==> config.mk <==
export PLATFORM = sky130hd
export DESIGN_NAME = bfmc_mod
export DESIGN_NICKNAME = d
export VERILOG_FILES = /design/src/design/bfmc_pkg.sv /design/src/design/bfmc_mod.sv
export SDC_FILE = /design/constraint.sdc
export NUM_CORES = 1
export LEC_CHECK = 0
export BUFFER_PORTS_ARGS = -buffer_cell sky130_fd_sc_hd__buf_2
export CORE_UTILIZATION = 45
export DETAILED_ROUTE_END_ITERATION = 8
export PLACE_DENSITY = 0.67
export SLEW_MARGIN = 5
export SYNTH_ARGS = -nofsm -noshare
export SYNTH_HDL_FRONTEND = slang
export SYNTH_SLANG_ARGS = --single-unit
==> constraint.sdc <==
create_clock -name i_clk -period 3.1 [get_ports i_clk]
set_input_delay 0.155 -clock i_clk [delete_from_list [all_inputs] [get_ports i_clk]]
set_output_delay 0.155 -clock i_clk [all_outputs]
set_load 0.02 [all_outputs]
==> src/design/bfmc_pkg.sv <==
package bfmc_pkg;

    // Field and register widths
    localparam int CMD_W   = 2;
    localparam int ADDR_W  = 17;
    localparam int BYTE_W  = 8;
    localparam int FB_W    = 21;
    localparam int HC_W    = 2;
    localparam int HASH_W  = 32;

    // Remainder unit: divisor wide enough for the largest store size in bytes
    localparam int DIV_W   = 25;
    localparam int CNT_W   = 6;
    localparam logic [CNT_W-1:0] MOD_STEPS = CNT_W'(HASH_W);

    // Request commands
    localparam logic [CMD_W-1:0] CMD_LOAD  = 2'd0;
    localparam logic [CMD_W-1:0] CMD_KEY   = 2'd1;
    localparam logic [CMD_W-1:0] CMD_QUERY = 2'd2;

    // Configuration register indexes
    localparam logic CFG_FILTER_BITS = 1'b0;
    localparam logic CFG_HASH_COUNT  = 1'b1;

    localparam logic [FB_W-1:0] FILTER_BITS_RST = 21'd1048576;
    localparam logic [HC_W-1:0] HASH_COUNT_RST  = 2'd2;
    localparam logic [HC_W-1:0] HASH_COUNT_MAX  = 2'd2;

    typedef enum logic [2:0] {
        S_IDLE,
        S_LOAD_MOD,
        S_HASH_MOD,
        S_BYTE_MOD,
        S_READ,
        S_TEST,
        S_DONE
    } t_state;

    typedef struct packed {
        logic              start;
        logic [HASH_W-1:0] dividend;
        logic [DIV_W-1:0]  divisor;
    } t_mod_req;

    typedef struct packed {
        logic             busy;
        logic             done;
        logic [DIV_W-1:0] rem;
    } t_mod_rsp;

endpackage

==> src/design/bfmc_mod.sv <==
// Restoring remainder unit, one dividend bit per cycle
module bfmc_mod (
    input  logic                i_clk,
    input  logic                i_rst_n,
    input  bfmc_pkg::t_mod_req  i_req,
    output bfmc_pkg::t_mod_rsp  o_rsp
);

    logic                           r_busy;
    logic                           r_done;
    logic [bfmc_pkg::CNT_W-1:0]     r_cnt;
    logic [bfmc_pkg::DIV_W-1:0]     r_rem;
    logic [bfmc_pkg::HASH_W-1:0]    r_dvd;
    logic [bfmc_pkg::DIV_W-1:0]     r_div;
    logic [bfmc_pkg::DIV_W-1:0]     n_rem;
    logic [bfmc_pkg::DIV_W:0]       trial;
    logic [bfmc_pkg::DIV_W:0]       diff;

    // shift in next dividend bit, subtract if it fits
    always_comb begin
        trial = {r_rem, r_dvd[bfmc_pkg::HASH_W-1]};
        diff  = trial - {1'b0, r_div};
        if (trial >= {1'b0, r_div}) begin
            n_rem = diff[bfmc_pkg::DIV_W-1:0];
        end else begin
            n_rem = trial[bfmc_pkg::DIV_W-1:0];
        end
    end

    // control
    always_ff @(posedge i_clk) begin
        if (!i_rst_n) begin
            r_busy <= 1'b0;
            r_done <= 1'b0;
            r_cnt  <= '0;
        end else begin
            r_done <= 1'b0;
            if (i_req.start) begin
                r_busy <= 1'b1;
                r_cnt  <= bfmc_pkg::MOD_STEPS;
            end else if (r_busy) begin
                r_cnt <= r_cnt - 1'b1;
                if (r_cnt == bfmc_pkg::CNT_W'(1)) begin
                    r_busy <= 1'b0;
                    r_done <= 1'b1;
                end
            end
        end
    end

    // datapath
    always_ff @(posedge i_clk) begin
        if (i_req.start) begin
            r_rem <= '0;
            r_dvd <= i_req.dividend;
            r_div <= i_req.divisor;
        end else if (r_busy) begin
            r_rem <= n_rem;
            r_dvd <= {r_dvd[bfmc_pkg::HASH_W-2:0], 1'b0};
        end
    end

    assign o_rsp.busy = r_busy;
    assign o_rsp.done = r_done;
    assign o_rsp.rem  = r_rem;

endmodule

# Word-level counts from Yosys, hierarchy flattened
# Index checks and enable logic that the tools add are counted.
[word_totals]
register_bits = 90
latchBits = 0
mem_bits_rw = 0
romBits = 0
in_bits = 60
out_inout_bits = 27
wordCells = 25
memories = 0
[classes]
add_sub_neg = 2
multipliers = 0
n_div = 0
order_cmp = 1
eq_ne = 1
n_shift = 0
n_mux = 9
bitwise = 2
reduce_logical = 3
[op_table]
columns = ["cell", "count"]
rows = [
  ["32-bit 2-to-1 mux", 2],
  ["26-bit by 25-bit >= comparator with 1-bit output", 1],
  ["25-bit 2-to-1 mux", 1],
  ["25-bit subtractor", 1],
  ["6-bit 2-to-1 mux", 2],
  ["6-bit by 1-bit == test with 1-bit output (second input constant)", 1],
  ["6-bit by 1-bit subtractor with 6-bit output (second input constant)", 1],
  ["1-bit 2-to-1 mux", 4],
  ["3-bit OR reduction", 1],
  ["1-bit NOT", 2],
  ["2-bit nonzero test", 1],
  ["2-bit OR reduction", 1],
]

# Longest topological paths before layout
# Gate-level depths: netlist (run 1).
[depth]
depth_word = 4
depth_mapped = 13
ltp_nobuf = 12

# Worst setup path before layout (run 1)
# OpenSTA, ideal clock, no wires.
[synth_path]
path_type = "reg-to-reg"
startpoint = "register r_rem[15] (netlist name)"
endpoint = "register r_rem[21] (netlist name)"
setup_time_ns = 0.086
t_arrival_ns = 2.538
setup_slack_ns = 0.477
stages_incl_launch_ff = 11
path_buffers = 1
path_cell_list = "dfxtp_1 > ha_1 > clkbuf_1 > nand2_1 > o21ai_0 > or4b_2 > a31o_2 > a31oi_1 > xnor2_1 > mux2i_1 > a211oi_1"
[synth_via]
elab_chain_cells = 2
word_cells_on_any_way = 3
[synth_lines]
columns = ["item", "line_no", "rtl"]
rows = [
  ["start: declaration", "bfmc_mod.sv:12", "logic [bfmc_pkg::DIV_W-1:0] r_rem;"],
  ["start signal: assignment", "bfmc_mod.sv:58", "r_rem <= n_rem;"],
  ["25-bit subtractor / 26-bit by 25-bit >= comparator with 1-bit output (equally long branches)", "bfmc_mod.sv:22, bfmc_mod.sv:23", ""],
  ["25-bit 2-to-1 mux (*)", "bfmc_mod.sv:23", "if (trial >= {1'b0, r_div}) begin"],
]
# Every way passes the cells marked *; elsewhere a longest branch is shown, timed or not.
# A chain may end at the register's enable or synchronous reset.

# Worst setup path after layout (run 1)
[layout_path]
startpoint = "register r_dvd[31] (netlist name)"
endpoint = "register r_rem[17] (netlist name)"
[layout_via]
elab_chain_cells = 2
word_cells_on_any_way = 3
[layout_lines]
columns = ["item", "line_no", "rtl"]
rows = [
  ["start: declaration", "bfmc_mod.sv:13", "logic [bfmc_pkg::HASH_W-1:0] r_dvd;"],
  ["start signal: assignment", "bfmc_mod.sv:55", "r_dvd <= i_req.dividend;"],
  ["start signal: assignment", "bfmc_mod.sv:59", "r_dvd <= {r_dvd[bfmc_pkg::HASH_W-2:0], 1'b0};"],
  ["25-bit subtractor / 26-bit by 25-bit >= comparator with 1-bit output (equally long branches)", "bfmc_mod.sv:22, bfmc_mod.sv:23", ""],
  ["25-bit 2-to-1 mux (*)", "bfmc_mod.sv:23", ""],
]
# Marks and branches as above.

==> results.toml, run 1 <==
[grt]
grt_pass1_wl_um = 17600
grt_pass1_vias = 3758
grt.overflow.total = 0
grt_max_degree = 49
grt_util_all_layers_pct = 20.3
antenna_found_initial = 0

[drt]
drt_first_iter_violations = 130
wl_per_cell_um = 14.9
vias = 3763
avgViaCountPerCell = 5.36
route.detailed.drc = 0
drt-pass1-iter-count = 4
wirelength_um = 10500
antenna_left = 0

[yosys]
synthTopCellsByArea = "edfxtp_1 (35%), dfxtp_1 (14%), mux2_2 (7.2%)"
synth_warnings = 0
yosys.area.top_type = "edfxtp_1"
syn_avg_cell_area_um2 = 10.8
synth_flop_cell = "edfxtp_1"
yosysTopAreaCellShare_pct = 35.2
ys_async_sr_fraction_pct = 0
synthesis.instances = 450
yosys.cell_types.count = 55
mappedNetlistArea_mm2 = 0.00486
ys_ff_latch = 90
ys_seq_area_share_pct = 48.8
synth-edff-count = 57
synth_nets = 538

[final_layout]
diodes = 0
synthToLayoutAreaGrowth_pct = 20.7
fillers = 929
seq_area_mm2 = 0.00237
drive_gt1_share_pct = 26.0
final_nets = 649
multi_input_area_mm2 = 0.00226

[sta]
finClkSkew_ns = 0.0185
max_freq_mhz = 357
grt_setup_unrepaired = "no"
hold_ws_ns = 0.0645
hold_viol = 0
setup_viol = 0
worst_slew_pin_slew_ns = 0.689
setup_tns_ns = 0
fin_crit_ns = 2.80
slew_violations = 0
period_share_pct = 90.5
maxSlewHeadroom_pct = 53.9

[placed_design]
io_buffer_count = 86
dp_hpwl_um = 7670
place_congestion = 0.926

[critical_path]
critPathMaxFanout = 10
crit_path_end_kind = "register"
cp-start-kind = "register"
worstPathArrival_ns = 3.04
crit_slowest_cell = "fa_1"
cpMostUsedCell = "inv_1"
cp_top_family = "compound AO/OA/AOI/OAI gates"
worst-setup-path-type = "register to register"
crit_path_max_incr_delay_ns = 0.40
crit_chain = "inv_1 > ha_1 > inv_1 > fa_1 > a21o_1 > a31o_1 > nand3_2 > a31oi_2 > o21ai_4 > buf_4 > mux2i_1 > a211oi_1"
reg2reg_depth = 12
cp.depth = 12
critPathBufInv = 3
required_ns = 3.34

[floorplanning]
num_rows = 37
die_y_um = 106
initial_core_util_pct = 46.7
io_pins = 87
die_w_um = 106
dieArea_mm2 = 0.0112
fp.coreArea_mm2 = 0.0104

[cts]
cts_max_level = 3
cts_made_buffers = 9
cts_sinks = 90
cts_resized = 0
path_clk_slew_ns = 0.10
max-clock-path-buffers = 2
worstSkewPairLatency_ns = 0.38
cts_tree = "yes"
cts_root_buf = "clkbuf_8"
postCtsSetupBuffers = 0
cts_hold_buf = 26

[min_path]
min_path_type = "input pin to register"
hold_depth = 2

[status]
outcome = "finished, final reports clean"

[power]
powerDensity_mw_per_mm2 = 471
p_leak_nw = 2.55
ir_drop_mv = 0.403
finalPower_mw = 2.77

[run]
drv_cap = 0
[path summary, 6_finish.rpt]
path / from / end / slack [ns]
worst max-delay path: r_dvd[31] / r_rem[17] / 0.30
worst min-delay path: i_req[25] / r_dvd[0] / 0.06
worst max register to register: r_dvd[31] / r_rem[17] / 0.30
worst min register to register: r_cnt[0] / r_cnt[0] / 0.50
[layout make-up]
| type | count | area share, % |
|---|---|---|
| tap | 136 | 2.90 |
| multi-input combinational | 306 | 38.5 |
| sequential | 90 | 40.4 |
| clock buffer | 11 | 2.41 |
| clock inverter | 5 | 0.661 |
| timing repair buffer | 119 | 12.9 |
| inverter | 35 | 2.24 |
[cells in the mapped netlist (3+ instances only)]
cell and count:
nor3_1 7, clkbuf_1 10, dfxtp_1 33, xnor2_1 15, a32oi_1 5, and3_1 5
a31oi_1 8, o211ai_1 5, ha_1 27, a211oi_1 17, nand3_1 9, buf_4 4
a21oi_1 27, inv_1 35, nand2_1 21, nor2_1 42, edfxtp_1 57, xor2_1 12
nand2b_1 6, a21o_1 7, nor2b_1 3, mux2_2 31, o21ai_0 13, mux2i_1 8
[metal layers]
| metal | vias up | track usage (%) | share of wire [%] |
|---|---|---|---|
| li1 | 1870 | - | - |
| met1 | 1760 | 24.7 | 44 |
| met2 | 114 | 32.7 | 46 |
| met3 | 19 | 6.32 | 6.8 |
| met4 | 0 | 9.52 | 2.6 |
| met5 | - | 0 | 0 |
[metrics by stage]
stage	setup WS, ns	cell area, um^2	instances	util [%]
2_1_floorplan	0.477	4860	450	-
3_3_place_gp	0.327	5430	660	52.1
3_5_place_dp	0.314	5430	660	52.1
4_1_cts	0.285	5870	702	56.3
5_1_grt	0.0759	5870	702	56.3
6_report	0.295	5870	702	56.3
[report_power, final]
group	switching, mW	total [mW]	internal (mW)	leakage [nW]
sequential	0.0462	1.43	1.38	0.837
clock	0.434	0.752	0.318	0.0899
combinational	0.320	0.586	0.266	1.62
total	0.800	2.77	1.97	2.55
[cell usage in the layout, fill, tap and decap left out, drive strengths merged, types with 3 or more instances in the layout]
cell,instances
buf,93
edfxtp,57
nor2,42
inv,36
dfxtp,33
mux2,31
a21oi,27
ha,27
dlygate4sd3,26
nand2,21
a211oi,17
xnor2,15
o21ai,15
xor2,12
clkbuf,11
nand3,10
a31oi,9
mux2i,8
a21o,7
nor3,7
nand2b,6
o211ai,6
and3,5
a32oi,5
nor2b,3
a31o,3
clkinv,3
[registers in the layout (all words and copies together), names as in the netlist]
| name | count |
|---|---|
| r_dvd | 32 |
| r_rem | 25 |
| r_cnt | 6 |
| r_busy | 1 |
| r_done | 1 |
| r_div | 25 |
[worst register-to-register path, delay by kind of cell, from the launching register on]
kind            cells  cell delay, ns
compound gates      5            1.03
fa+ha+maj           2            0.56
flops               1            0.39
buf+inv             3            0.37
mux                 1            0.21
simple gates        1            0.10
[cell families after synthesis]
group / count (synthesis) / share of synthesized area [%]
and+or+nand+nor: 106 / 10.4
xor gates and xnor gates: 27 / 4.86
AOI/OAI and AO/OA: 106 / 15.0
DFF: 90 / 48.8
muxes: 39 / 8.82
buffers and inverters: 54 / 4.76
adders and majority gates: 28 / 7.36
(Power assumes the default switching activity.)
==> inputs of run 2 (changes only) <==
Settings changed: ABC_AREA from default to 1, PLACE_DENSITY 0.67 to 0.65, RECOVER_POWER from default to 100.
==> run 2 against run 1 <==
Net effect:
- via count grew 33%
- synthesized cell count up 77%
- critical path depth shrank 1
- clock power rose by 45%
- maximum frequency up 8.5%
- register-to-register slack better by 0.22 ns
- clock skew shrank 0.010 ns
- combinational power fell by 41%
- die area is 18% higher
- setup slack better by 0.22 ns
- sequential share of layout area decreased by 5.4 points
- the run now ends with max-capacitance violations, max-slew violations left
==> results.toml, run 2 <==
[status]
outcome = "finished, violations left"
violations = "max-capacitance violations, max-slew violations"

[yosys]
yosys.cell_types.count = 36
mappedNetlistArea_mm2 = 0.00576
yosysTopAreaCellShare_pct = 29.7
yosys.area.top_type = "edfxtp_1"
synth-edff-count = 57
synth_common_cells = "nand2_1 (302), inv_1 (149), edfxtp_1 (57)"
synthesis.instances = 797
ys_async_sr_fraction_pct = 0
synth_nets = 885
ys_seq_area_share_pct = 41.2
synth_warnings = 0
synth.most_common_cell = "nand2_1"
synth_flop_cell = "edfxtp_1"
synthTopCellsByArea = "edfxtp_1 (30%), nand2_1 (20%), dfxtp_1 (11%)"
syn_avg_cell_area_um2 = 7.23
ys_ff_latch = 90

[power]
p_sw_mw = 0.708
swShare_pct = 25.0
power.internal_mw = 2.13
powerDensity_mw_per_mm2 = 418
p_seq_share_pct = 49.1
finalPower_mw = 2.84
clock_power_share_pct = 38.6
ir_drop_mv = 0.290
power_frac_comb_pct = 12.3
p_leak_nw = 3.48

[sta]
worst_slew_pin_slew_ns = 2.42
slew_violations = 51
period_share_pct = 83.4
maxSlewHeadroom_pct = -61.2
setup_viol = 0
hold_viol = 0
finClkSkew_ns = 0.00846
grt_setup_unrepaired = "no"
max_freq_mhz = 387
fin_crit_ns = 2.58
setup_tns_ns = 0

[final_layout]
final_util_pct = 55.3
drive_gt1_share_pct = 11.2
reg_top3 = "r_dvd (32), r_div (25), r_rem (25)"
stdcell_area_mm2 = 0.00678
largest_reg_flops = 32
final_cell_mix = "nand2_1 (305), inv_1 (149), buf_2 (58)"
synthToLayoutAreaGrowth_pct = 17.6
final_cells = 1077
diodes = 0
top_register = "r_dvd"
final_common_cell = "nand2_1"
final_nets = 992

[critical_path]
crit_path_max_incr_delay_ns = 0.45
crit_path_end_kind = "register"
reg2reg_slack_ns = 0.52
crit_chain = "inv_1 > ha_1 > nand2_1 > nor2_1 > nand2_2 > nor2_1 > nand3_4 > nand3_4 > nand2_1 > nand3_1 > o21ai_0"
cp_top_family = "simple AND/OR/NAND/NOR gates"
cp-start-kind = "register"
worst-setup-path-type = "register to register"
critPathBufInv = 1
required_ns = 3.29
worstPathArrival_ns = 2.78
critPathMaxFanout = 26
crit_slowest_cell = "nand3_4"

[cts]
cts_sinks = 90
max-clock-path-buffers = 2
cts_tree = "yes"
cts_hold_buf = 25
path_clk_slew_ns = 0.06
cts_root_buf = "clkbuf_16"
cts_made_buffers = 9
cts_max_level = 3
worstSkewPairLatency_ns = 0.35
postCtsSetupBuffers = 0
cts_resized = 0

[drt]
wirelength_um = 13500
avgViaCountPerCell = 4.66
wl_per_cell_um = 12.6
drt-pass1-iter-count = 5
antenna_left = 0
drt_first_iter_violations = 266
vias = 5020
route.detailed.drc = 0

[run]
drv_cap = 1

[grt]
grt_pass1_wl_um = 22300
grt.overflow.total = 0
grt_pass1_vias = 4637
antenna_found_initial = 0
grt_max_degree = 51
grt_util_all_layers_pct = 21.7

[placed_design]
place_inst = 1036
dp_hpwl_um = 9760
place_area_mm2 = 0.00633
io_buffer_count = 86
place_congestion = 0.890

[floorplanning]
die_y_um = 115
initial_core_util_pct = 47.0
die_w_um = 115
dieArea_mm2 = 0.0133
io_pins = 87
fp.coreArea_mm2 = 0.0123
num_rows = 40

[min_path]
min_path_type = "input pin to register"
## run 2: cell types whose count changed after synthesis, sizes merged, moves of 12 or more
cell    before  now
a211oi      17    1
nand4        2   31
nand3       10   58
mux2        31    0
inv         35  153
a21oi       27   15
nand2       21  314
## run 2: through the flow
step | setup WS [ns] | hold slack (ns)
after detailed placement | 0.605 | 0.333
after global routing | 0.225 | 0.0678
after global placement | 0.584 | 0.331
after CTS | 0.586 | 0.0393
after floorplan | 0.996 | 0.254
final | 0.515 | 0.0504
## run 2: worst paths after layout
kind,end,depth (start not counted),from
setup / recovery,r_rem[4],11,r_div[20]
hold / removal,r_cnt[5],3,i_rst_n
setup reg to reg,r_rem[4],11,r_div[20]
hold reg to reg,r_rem[24],2,r_rem[24]
## run 2: cell families after synthesis
group           after synthesis  synth area share, %
xor+xnor                     14                 2.13
compound gates               31                 3.02
buf+inv                     175                 12.1
simple gates                459                 35.3
flops                        90                 41.2
fa+ha+maj                    28                 6.21
## run 2: per-layer routing
metal  wire length, um  GRT usage, %
met2              5820          33.6
met1              6700          30.0
met4               264          7.97
met5                 0             0
met3               763          4.53
## run 2: layout make-up
class,count,area [um^2]
inverter,154,578
sequential,90,2370
fill,1220,5490
clock buffer,9,225
multi-input combinational,532,2640
tap,168,210
timing repair buffer,117,681
clock inverter,7,68.8
## run 2: worst register-to-register path, stage by stage (launching register included)
cell and delay, ns:
edfxtp_1 0.32, inv_1 0.04, ha_1 0.36, nand2_1 0.13, nor2_1 0.19, nand2_2 0.11, nor2_1 0.21, nand3_4 0.36
nand3_4 0.45, nand2_1 0.11, nand3_1 0.08, o21ai_0 0.07
## run 2: power groups by stage
stage	Clock, mW	Combinational [mW]	Sequential, mW
CTS	1.11	0.354	1.39
global route	1.16	0.399	1.40
detailed placement	0	0.328	1.42
global placement	0	0.329	1.41
finish	1.09	0.348	1.39
floorplan	0	0.222	1.41
